**config.mk**
```make
export PLATFORM = sky130hd
export DESIGN_NAME = stepper_command_frame_driver_flat
export DESIGN_NICKNAME = d
export VERILOG_FILES = /design/src/sv/scfd_pkg.sv /design/src/sv/scfd_if.sv /design/src/sv/stepper_command_frame_driver.sv /design/src/sv/scfd_frame_parser.sv /design/src/flat_wrapper.sv
export SDC_FILE = /design/constraint.sdc
export NUM_CORES = 1
export LEC_CHECK = 0
export BUFFER_PORTS_ARGS = -buffer_cell sky130_fd_sc_hd__buf_2
export CAP_MARGIN = 20
export CORE_MARGIN = 2
export CORE_UTILIZATION = 39
export CTS_BUF_LIST = sky130_fd_sc_hd__clkbuf_4
export CTS_CLUSTER_DIAMETER = 40
export DETAILED_ROUTE_END_ITERATION = 6
export SETUP_SLACK_MARGIN = 0.05
export SLEW_MARGIN = 0
export SYNTH_ARGS = -nofsm -noshare
export SYNTH_HDL_FRONTEND = slang
export SYNTH_SLANG_ARGS = --single-unit
```
**constraint.sdc**
```tcl
create_clock -name clk_i -period 1.85 [get_ports clk_i]
set_input_delay 0 -clock clk_i [delete_from_list [all_inputs] [get_ports clk_i]]
set_output_delay 0 -clock clk_i [all_outputs]
set_load 0.005 [all_outputs]
```
**src/sv/scfd_pkg.sv**
```systemverilog
`timescale 1ns / 1ps

package scfd_pkg;

  // Bit p of each mask is the coil level at half-step phase p.
  localparam logic [7:0] COIL_A_MASK = 8'h83;
  localparam logic [7:0] COIL_B_MASK = 8'h38;
  localparam logic [7:0] COIL_C_MASK = 8'h0E;
  localparam logic [7:0] COIL_D_MASK = 8'hE0;

  localparam logic [7:0] MARKER_RESET   = 8'hFF;
  localparam logic [7:0] MOTOR_STEPPER  = 8'd1;
  localparam logic [7:0] MODE_SINGLE    = 8'd0;
  localparam logic [7:0] MODE_CONTINUOUS = 8'd1;
  localparam logic [7:0] DIR_UP         = 8'd0;
  localparam logic [7:0] DIR_DOWN       = 8'd1;

  localparam logic [2:0] PHASE_FIRST = 3'd0;
  localparam logic [2:0] PHASE_FINAL = 3'd7;

  // Command decoded on the closing byte of a frame.
  typedef struct packed {
    logic run;     // start an eight-phase run
    logic up;      // phases count 0..7, else 7..0
    logic toggle;  // flip the indicator before the run
  } cmd_t;

  // {a, b, c, d} coil levels for one phase.
  function automatic logic [3:0] coil_pattern(logic [2:0] phase);
    coil_pattern = {COIL_A_MASK[phase], COIL_B_MASK[phase],
                    COIL_C_MASK[phase], COIL_D_MASK[phase]};
  endfunction

endpackage

```
**src/sv/scfd_if.sv**
```systemverilog
`timescale 1ns / 1ps

interface scfd_rx_if;
  logic       valid;
  logic       ready;
  logic [7:0] rx_byte;

  modport source (output valid, output rx_byte, input ready);
  modport sink (input valid, input rx_byte, output ready);
endinterface

interface scfd_phase_if;
  logic       valid;
  logic       ready;
  logic       coil_a;
  logic       coil_b;
  logic       coil_c;
  logic       coil_d;
  logic [2:0] phase_index;
  logic       indicator;
  logic       last;

  modport source (output valid, output coil_a, output coil_b, output coil_c,
                  output coil_d, output phase_index, output indicator,
                  output last, input ready);
  modport sink (input valid, input coil_a, input coil_b, input coil_c,
                input coil_d, input phase_index, input indicator,
                input last, output ready);
endinterface

```
**src/sv/stepper_command_frame_driver.sv**
```systemverilog
`timescale 1ns / 1ps

// Channel   Dir  Payload                                         Handshake
// rx_i      in   rx_byte[7:0]                                    valid/ready
// phase_o   out  coil_a..coil_d, phase_index[2:0], indicator,    valid/ready
//                last
// cfg       in   start_marker_i[7:0]                             start_marker_we_i
//
// One byte is taken per cycle while rx_i.ready is high. The closing byte of a
// stepper command loads the output register, and the first phase is presented
// in the next cycle. The eight phase transactions then leave one per cycle
// while phase_o.ready is high. The closing byte of the next frame is held off
// (rx_i.ready low) until the run has drained and the output reads idle. Reset
// clears the frame position, indicator and output valid; the start marker
// resets to 8'hFF.
module stepper_command_frame_driver
  import scfd_pkg::*;
#(
  parameter int FRAME_BYTES = 6
) (
  input  logic       clk_i,
  input  logic       rst_ni,
  input  logic       start_marker_we_i,
  input  logic [7:0] start_marker_i,
  scfd_rx_if.sink    rx_i,
  scfd_phase_if.source phase_o
);

  cmd_t       cmd;
  logic       out_valid_q;
  logic       up_q;
  logic       last_q;
  logic       ind_q;
  logic [2:0] phase_q;
  logic [3:0] coils_q;
  logic [2:0] phase_next;

  scfd_frame_parser #(
    .FRAME_BYTES(FRAME_BYTES)
  ) u_parser (
    .clk_i            (clk_i),
    .rst_ni           (rst_ni),
    .start_marker_we_i(start_marker_we_i),
    .start_marker_i   (start_marker_i),
    .valid_i          (rx_i.valid),
    .rx_byte_i        (rx_i.rx_byte),
    .busy_i           (out_valid_q),
    .ready_o          (rx_i.ready),
    .cmd_o            (cmd)
  );

  assign phase_next = up_q ? phase_q + 3'd1 : phase_q - 3'd1;

  // A new run only starts when the output is idle, so load and advance
  // never coincide.
  always_ff @(posedge clk_i or negedge rst_ni) begin
    if (!rst_ni) begin
      out_valid_q <= 1'b0;
      ind_q       <= 1'b0;
      up_q        <= 1'b1;
      last_q      <= 1'b0;
      phase_q     <= PHASE_FIRST;
      coils_q     <= coil_pattern(PHASE_FIRST);
    end else begin
      if (cmd.run) begin
        out_valid_q <= 1'b1;
        up_q        <= cmd.up;
        last_q      <= 1'b0;
        ind_q       <= ind_q ^ cmd.toggle;
        phase_q     <= cmd.up ? PHASE_FIRST : PHASE_FINAL;
        coils_q     <= coil_pattern(cmd.up ? PHASE_FIRST : PHASE_FINAL);
      end else if (out_valid_q && phase_o.ready) begin
        if (last_q) begin
          out_valid_q <= 1'b0;
        end else begin
          phase_q <= phase_next;
          coils_q <= coil_pattern(phase_next);
          last_q  <= up_q ? (phase_next == PHASE_FINAL) : (phase_next == PHASE_FIRST);
        end
      end
    end
  end

  assign phase_o.valid       = out_valid_q;
  assign phase_o.coil_a      = coils_q[3];
  assign phase_o.coil_b      = coils_q[2];
  assign phase_o.coil_c      = coils_q[1];
  assign phase_o.coil_d      = coils_q[0];
  assign phase_o.phase_index = phase_q;
  assign phase_o.indicator   = ind_q;
  assign phase_o.last        = last_q;

endmodule

```
**src/sv/scfd_frame_parser.sv**
```systemverilog
`timescale 1ns / 1ps

module scfd_frame_parser
  import scfd_pkg::*;
#(
  parameter int FRAME_BYTES = 6
) (
  input  logic       clk_i,
  input  logic       rst_ni,
  input  logic       start_marker_we_i,
  input  logic [7:0] start_marker_i,
  input  logic       valid_i,
  input  logic [7:0] rx_byte_i,
  input  logic       busy_i,
  output logic       ready_o,
  output cmd_t       cmd_o
);

  localparam int POS_W = $clog2(FRAME_BYTES);
  localparam logic [POS_W-1:0] LAST_POS = POS_W'(FRAME_BYTES - 1);

  logic [7:0]       marker_q;
  logic [POS_W-1:0] pos_q, pos_d;
  logic             motor_ok_q, motor_ok_d;
  logic             mode_single_q, mode_single_d;
  logic             mode_cont_q, mode_cont_d;
  logic             dir_up_q, dir_up_d;
  logic             dir_down_q, dir_down_d;
  logic             accept;
  logic             closing;

  // The closing byte waits while a previous run is still draining.
  assign closing = (pos_q == LAST_POS);
  assign ready_o = !(closing && busy_i);
  assign accept  = valid_i && ready_o;

  always_comb begin
    pos_d         = pos_q;
    motor_ok_d    = motor_ok_q;
    mode_single_d = mode_single_q;
    mode_cont_d   = mode_cont_q;
    dir_up_d      = dir_up_q;
    dir_down_d    = dir_down_q;
    if (accept) begin
      if (pos_q == '0) begin
        if (rx_byte_i == marker_q) begin
          pos_d = POS_W'(1);
        end
      end else begin
        if (pos_q == POS_W'(1)) begin
          motor_ok_d = (rx_byte_i == MOTOR_STEPPER);
        end
        if (pos_q == POS_W'(2)) begin
          mode_single_d = (rx_byte_i == MODE_SINGLE);
          mode_cont_d   = (rx_byte_i == MODE_CONTINUOUS);
        end
        if (pos_q == POS_W'(3)) begin
          dir_up_d   = (rx_byte_i == DIR_UP);
          dir_down_d = (rx_byte_i == DIR_DOWN);
        end
        pos_d = closing ? '0 : pos_q + POS_W'(1);
      end
    end
  end

  always_comb begin
    cmd_o.run    = accept && closing && motor_ok_q &&
                   ((mode_single_q && (dir_up_q || dir_down_q)) || mode_cont_q);
    cmd_o.up     = mode_single_q && dir_up_q;
    cmd_o.toggle = mode_cont_q;
  end

  always_ff @(posedge clk_i or negedge rst_ni) begin
    if (!rst_ni) begin
      marker_q      <= MARKER_RESET;
      pos_q         <= '0;
      motor_ok_q    <= 1'b0;
      mode_single_q <= 1'b1;
      mode_cont_q   <= 1'b0;
      dir_up_q      <= 1'b1;
      dir_down_q    <= 1'b0;
    end else begin
      if (start_marker_we_i) begin
        marker_q <= start_marker_i;
      end
      pos_q         <= pos_d;
      motor_ok_q    <= motor_ok_d;
      mode_single_q <= mode_single_d;
      mode_cont_q   <= mode_cont_d;
      dir_up_q      <= dir_up_d;
      dir_down_q    <= dir_down_d;
    end
  end

endmodule

```
**src/flat_wrapper.sv**
```systemverilog
// flat-port wrapper written by rule: the top's interface ports become plain ports
module stepper_command_frame_driver_flat import scfd_pkg::*;
#(
  parameter int FRAME_BYTES = 6
)
  (clk_i, rst_ni, start_marker_we_i, start_marker_i, rx_i_valid, rx_i_rx_byte, rx_i_ready, phase_o_valid, phase_o_coil_a, phase_o_coil_b, phase_o_coil_c, phase_o_coil_d, phase_o_phase_index, phase_o_indicator, phase_o_last, phase_o_ready);
  scfd_rx_if rx_i_i ();
  scfd_phase_if phase_o_i ();
  input  logic clk_i;
  input  logic rst_ni;
  input  logic start_marker_we_i;
  input  logic [7:0] start_marker_i;
  input wire logic [$bits(rx_i_i.valid)-1:0] rx_i_valid;
  input wire logic [$bits(rx_i_i.rx_byte)-1:0] rx_i_rx_byte;
  output wire logic [$bits(rx_i_i.ready)-1:0] rx_i_ready;
  output wire logic [$bits(phase_o_i.valid)-1:0] phase_o_valid;
  output wire logic [$bits(phase_o_i.coil_a)-1:0] phase_o_coil_a;
  output wire logic [$bits(phase_o_i.coil_b)-1:0] phase_o_coil_b;
  output wire logic [$bits(phase_o_i.coil_c)-1:0] phase_o_coil_c;
  output wire logic [$bits(phase_o_i.coil_d)-1:0] phase_o_coil_d;
  output wire logic [$bits(phase_o_i.phase_index)-1:0] phase_o_phase_index;
  output wire logic [$bits(phase_o_i.indicator)-1:0] phase_o_indicator;
  output wire logic [$bits(phase_o_i.last)-1:0] phase_o_last;
  input wire logic [$bits(phase_o_i.ready)-1:0] phase_o_ready;
  assign rx_i_i.valid = rx_i_valid;
  assign rx_i_i.rx_byte = rx_i_rx_byte;
  assign rx_i_ready = rx_i_i.ready;
  assign phase_o_valid = phase_o_i.valid;
  assign phase_o_coil_a = phase_o_i.coil_a;
  assign phase_o_coil_b = phase_o_i.coil_b;
  assign phase_o_coil_c = phase_o_i.coil_c;
  assign phase_o_coil_d = phase_o_i.coil_d;
  assign phase_o_phase_index = phase_o_i.phase_index;
  assign phase_o_indicator = phase_o_i.indicator;
  assign phase_o_last = phase_o_i.last;
  assign phase_o_i.ready = phase_o_ready;
  stepper_command_frame_driver #(.FRAME_BYTES(FRAME_BYTES)) u_core (.clk_i(clk_i), .rst_ni(rst_ni), .start_marker_we_i(start_marker_we_i), .start_marker_i(start_marker_i), .rx_i(rx_i_i), .phase_o(phase_o_i));
endmodule
```
==> results of run 1 <==
synthesized netlist by cell type (2+ instances only):
cell type	number
ha_1	4
mux2_2	13
clkbuf_1	2
nor2_1	7
a21oi_1	6
xor2_1	8
mux2_1	2
nand2b_1	3
xnor2_2	2
nor4_1	3
nor3_1	2
a21o_1	3
nor2b_1	2
dfstp_2	12
o21ai_0	4
nand2_1	11
mux2i_1	4
xnor2_1	2
inv_1	6
dfrtp_1	15
worst max-delay path, cell delays in order, from the launching register on:
cell     delay [ps]
dfstp_2         400
buf_4           130
fa_2            370
xnor2_4         160
buf_6           140
mux2i_2         150
mux2_2          270
o21ai_1         110
cells by family (layout without fill, tap and decap cells):
kind of cell               Yosys count  in the layout
AOI/OAI and AO/OA                   23             23
xor gates and xnor gates            12             12
adders and majority gates            5              5
buffers and inverters                9             60
DFF                                 27             27
muxes                               19             19
and+or+nand+nor                     35             35
area by class of cell:
class	count	area (um2)	area share, %
well taps	48	60.1	3.12
flip-flops and latches	27	691	35.9
clock buffers	3	22.5	1.17
inverters	6	22.5	1.17
repair buffers	50	327	17.0
multi-input cells	94	792	41.2
clock inverters	1	8.76	0.455
worst max-delay path by stage:
| stage | from | endpoint | depth (start not counted) |
|---|---|---|---|
| after floorplan | u_core.phase_o.phase_index[0] | u_core.coils_q[2] | 6 |
| after global placement | u_core.phase_o.phase_index[0] | u_core.coils_q[2] | 6 |
| after detailed placement | u_core.up_q | u_core.phase_o.last | 6 |
| after CTS | u_core.up_q | u_core.phase_o.last | 6 |
| after global routing | u_core.up_q | u_core.coils_q[3] | 7 |
| final | u_core.up_q | u_core.coils_q[3] | 7 |
power by group through the flow:
stage                     clock, mW  combinational, mW  sequential (mW)
after floorplan                   0              0.210            0.707
after global placement            0              0.241            0.740
after detailed placement          0              0.247            0.743
after CTS                     0.281              0.264            0.733
after global routing          0.305              0.297            0.747
final                         0.268              0.262            0.733
per-stage QoR:
step,hold WS (ps),util (%),TNS [ps],setup WS [ps],power [mW]
final,11.1,52.5,0,43.6,1.26
after global routing,10.1,52.5,-12.7,-12.7,1.35
after CTS,7.20,51.4,0,55.2,1.28
after detailed placement,43.2,47.2,0,22.6,0.989
after global placement,38.7,47.2,0,84.9,0.982
after floorplan,-296,-,0,67.3,0.918
routing by layer:
layer  track usage, %  vias up  share of wire, %
met2             27.1       42                51
met5                0        -                 0
met1             18.4      519                42
met4             4.43        0               1.4
li1                 -      556                 -
met3             3.92        4               6.1
state kept, by name, indices dropped and copies added (netlist names):
signal                         flops
u_core.u_parser.dir_down_q         1
u_core.u_parser.mode_cont_q        1
u_core.u_parser.motor_ok_q         1
u_core.up_q                        1
u_core.phase_o.last                1
u_core.u_parser.pos_q              3
u_core.u_parser.mode_single_q      1
u_core.u_parser.dir_up_q           1
u_core.phase_o.phase_index         3
u_core.coils_q                     4
u_core.phase_o.valid               1
u_core.u_parser.marker_q           8
u_core.phase_o.indicator           1
timing repair:
action,CTS,global route
gates resized for setup,2,4
endpoints found under the hold margin,24,0
endpoints found under the setup margin,4,4
pin swaps,1,1
setup buffers,1,3
hold buffers,10,0
==> impl_metrics.yaml, run 1 <==
setup_path:
  r2r-start: "u_core.up_q"
  arrival_ps: 2070
  reg2reg_to: "u_core.coils_q[3]"
  critical_path_required_ps: 2110
  ff2ff_path_depth: 7
  startpoint_type: "flop"
  path_class: "flop to flop"
  r2r_slack_ps: 40
  worstPathMaxFanout: 3
  end_kind: "flop"
route:
  antenna_left: 0
  drc: 0
  first_iter_violations: 37
  num_vias: 1121
  dr.pass1.iters: 4
  wl_um: 2870
  via_per_inst: 4.90
  wire_per_inst_um: 12.5
clock_network:
  cts_max_level: 1
  cts_buffers: 3
  cts_sinks: 27
  cts_tree: "done"
  clk_latency_ps: 330
  cts_buffer_depth: 2
  path_clk_slew_ps: 150
  root_buffer: "clkbuf_4"
place:
  place_inst: 211
  dpl.hpwl_um: 2160
  routabilityCongestion: 0.809
  port_buffers: 31
  place_area_um2: 1730
floorplanning:
  rows: 22
  fp.dieH_um: 65.8
  dieArea_um2: 4330
  die_x_um: 65.8
  start_util_pct: 40.7
  io_pins: 32
  core_area_um2: 3660
power:
  p_leak_nw: 0.919
  internal-power_mw: 0.886
  vdd_drop_max_v: 0.000514
  power_frac_seq_pct: 58.0
  p_sw_share_pct: 29.8
  p_per_area_nw_per_um2: 657
  switching_power_mw: 0.377
  p_comb_share_pct: 20.8
  clkPwrFrac_pct: 21.2
logic_synthesis:
  netlist_instances: 130
  netlist_top_cells_area: "dfrtp_1 (25%), dfstp_2 (21%), mux2_2 (9.8%), xor2_1 (4.7%), ha_1 (3.4%)"
  synth_xor_xnor_area_share_pct: 8.06
  yosys.area_share.simple_pct: 13.0
  synth_compound_gate_area_share_pct: 11.3
  seq_area_frac_synth_pct: 46.3
  synth_edf_count: 0
  syn_area_um2: 1490
  ys_warn_count: 0
  synthAdderAreaFrac_pct: 4.70
  async_flop_share_pct: 100
  syn_nets: 156
  synthFlopType: "dfrtp_1"
  synth_mux_area_share_pct: 14.0
  ys_types: 39
  ys_seq_elements: 27
  synth_top_area_cell: "dfrtp_1"
  synthDominantCellAreaShare_pct: 25.2
  synth_top_family_by_area: "multiplexers"
  syn_avg_cell_area_um2: 11.5
global_route:
  gr-usage-all-layers_pct: 15.4
  grt_antenna_before_repair: 0
  grt_pass1_vias: 1181
  grt_max_degree: 28
  grt-ovfl-total: 0
  grt_pass1_wl_um: 5190
layout:
  drive_gt1_share_pct: 44.8
  stdcell_area_um2: 1920
  n_antenna_cell: 0
  layout_commonest_cell: "buf_2"
  area_growth_pct: 29.1
  fillers: 321
  fin_nets: 208
  fin_cells: 229
  final_cell_mix: "buf_2 (31), dfrtp_1 (15), mux2_2 (13)"
sta:
  hold_viol: 0
  max_freq_mhz: 554
  fin_crit_sh_pct: 97.6
  max_slew_margin_pct: 61.1
  period_needed_ps: 1810
  finClkSkew_ps: 6.59
  tightest_slew_ps: 584
  slew_viol_final: 0
  setup_viol: 0
  rsz0062_at_grt: "true"
job:
  drv_cap: 0
status:
  status: "finished clean"
worst_hold_path:
  holdPathEnd: "u_core.u_parser.pos_q[2]"
  hold_depth: 3
  hp-start: "rx_i_valid"
  min_path_type: "input port to flop"
(Power assumes the default switching activity.)
==> inputs of run 2 (changes only) <==
--- a/config.mk
+++ b/config.mk
@@ -5,13 +5,13 @@
 export SDC_FILE = /design/constraint.sdc
 export NUM_CORES = 1
 export LEC_CHECK = 0
-export BUFFER_PORTS_ARGS = -buffer_cell sky130_fd_sc_hd__buf_2
 export CAP_MARGIN = 20
 export CORE_MARGIN = 2
 export CORE_UTILIZATION = 39
 export CTS_BUF_LIST = sky130_fd_sc_hd__clkbuf_4
 export CTS_CLUSTER_DIAMETER = 40
 export DETAILED_ROUTE_END_ITERATION = 6
+export DONT_BUFFER_PORTS = 1
 export SETUP_SLACK_MARGIN = 0.05
 export SLEW_MARGIN = 0
 export SYNTH_ARGS = -nofsm -noshare
==> run 2 against run 1 <==
Effect of this change:
- largest power group unchanged
- critical path depth unchanged
- count of clock-buffer cells in the layout unchanged
- global-route usage up 0.14 points
==> impl_metrics.yaml, run 2 (synthesized netlist as in run 1, its figures left out) <==
setup_path:
  end_kind: "flop"
  startpoint_type: "flop"
  worstPathMaxFanout: 3
  path_class: "flop to flop"
  arrival_ps: 1990
  critical_path_required_ps: 2120
power:
  vdd_drop_max_v: 0.000519
  p_leak_nw: 0.833
  p_per_area_nw_per_um2: 673
floorplanning:
  io_pins: 32
  fp.dieH_um: 65.8
  start_util_pct: 40.7
  die_x_um: 65.8
  rows: 22
  core_area_um2: 3660
  dieArea_um2: 4330
layout:
  area_growth_pct: 25.9
  fin_nets: 186
  largest_register: "u_core.u_parser.marker_q"
  drive_gt1_share_pct: 31.4
  largestRegisters: "u_core.u_parser.marker_q x8, u_core.coils_q x4"
  final_cell_mix: "dlygate4sd3_1 (20), dfrtp_1 (15), mux2_2 (13)"
  layout_commonest_cell: "dlygate4sd3_1"
  n_antenna_cell: 0
  largest_reg_flops: 8
sta:
  max_freq_mhz: 582
  finClkSkew_ps: 2.48
  worst_slack_ps: 131
  slew_viol_final: 0
  period_needed_ps: 1720
  rsz0062_at_grt: "true"
  tightest_slew_ps: 462
  fin_crit_sh_pct: 92.9
  max_slew_margin_pct: 68.9
  holdWs_ps: 23.4
  tns_ps: 0
  setup_viol: 0
  hold_viol: 0
clock_network:
  cts_buffer_depth: 2
  cts_buffers: 3
  cts_sinks: 27
  path_clk_slew_ps: 140
  clk_latency_ps: 330
  cts_tree: "done"
  cts_max_level: 1
  root_buffer: "clkbuf_4"
route:
  first_iter_violations: 37
  num_vias: 1045
  antenna_left: 0
  wire_per_inst_um: 14.5
  via_per_inst: 5.05
  drc: 0
  wl_um: 3000
  dr.pass1.iters: 4
global_route:
  grt_antenna_before_repair: 0
  grt_max_degree: 28
  grt_pass1_wl_um: 5140
  grt-ovfl-total: 0
  gr-usage-all-layers_pct: 15.5
  grt_pass1_vias: 1120
place:
  dpl.hpwl_um: 2110
  port_buffers: 0
  pre_cts_ws_ps: 21.3
  routabilityCongestion: 0.823
status:
  status: "finished clean"
job:
  drv_cap: 0
worst_hold_path:
  min_path_type: "input port to flop"
run 2: area by class of cell:
type / count / area (um2)
Timing Repair Buffer: 28 / 273
Tap cell: 48 / 60.1
Multi-Input combinational cell: 94 / 802
Sequential cell: 27 / 691
Clock inverter: 1 / 5.00
Clock buffer: 3 / 22.5
Inverter: 6 / 22.5
Fill cell: 323 / 1790
run 2: metal layers:
metal  share of wire (%)  track usage [%]
met1                  42             18.5
met2                  50             27.0
met3                 7.5             5.45
met4                0.73             3.13
met5                   0                0
run 2: repair_timing:
action	in CTS	in global routing
setup buffers	1	0
pin swaps	0	2
cloned	0	0
endpoints found under the hold margin	44	0
endpoints found under the setup margin	4	5
hold buffers	21	0
gates resized for setup	1	5
run 2: critical path, stage by stage, from the launching register on:
cell and delay [ps]:
dfstp_2 590, inv_1 80, ha_4 270, ha_1 150
buf_4 120, mux2i_1 60, mux2_2 280, o21ai_2 110
run 2: power by group:
part           total [mW]  internal, mW  leakage [nW]  switching [mW]
sequential          0.733         0.653         0.325          0.0805
clock               0.257        0.0812        0.0177           0.176
combinational       0.272         0.160         0.490           0.112
run 2: worst paths after layout:
path	start	to	slack (ps)	cells past startpoint
setup / recovery	u_core.up_q	u_core.coils_q[3]	130	7
hold / removal	rx_i_rx_byte[0]	u_core.u_parser.dir_down_q	20	2
setup reg to reg	u_core.up_q	u_core.coils_q[3]	130	7
hold reg to reg	u_core.u_parser.dir_down_q	u_core.u_parser.dir_down_q	510	1
max in group asynchronous	rst_ni	u_core.u_parser.marker_q[6]	1530	2
min in group asynchronous	rst_ni	u_core.coils_q[2]	90	2
run 2: stage by stage:
stage / total power, mW / area (um2) / utilization, % / std cells
5_1_grt: 1.34 / 1880 / 51.2 / 207
6_report: 1.26 / 1880 / 51.2 / 207
4_1_cts: 1.28 / 1850 / 50.4 / 207
3_3_place_gp: 0.940 / 1580 / 43.2 / 181
3_5_place_dp: 0.952 / 1580 / 43.2 / 181
2_1_floorplan: 0.918 / 1490 / - / 130
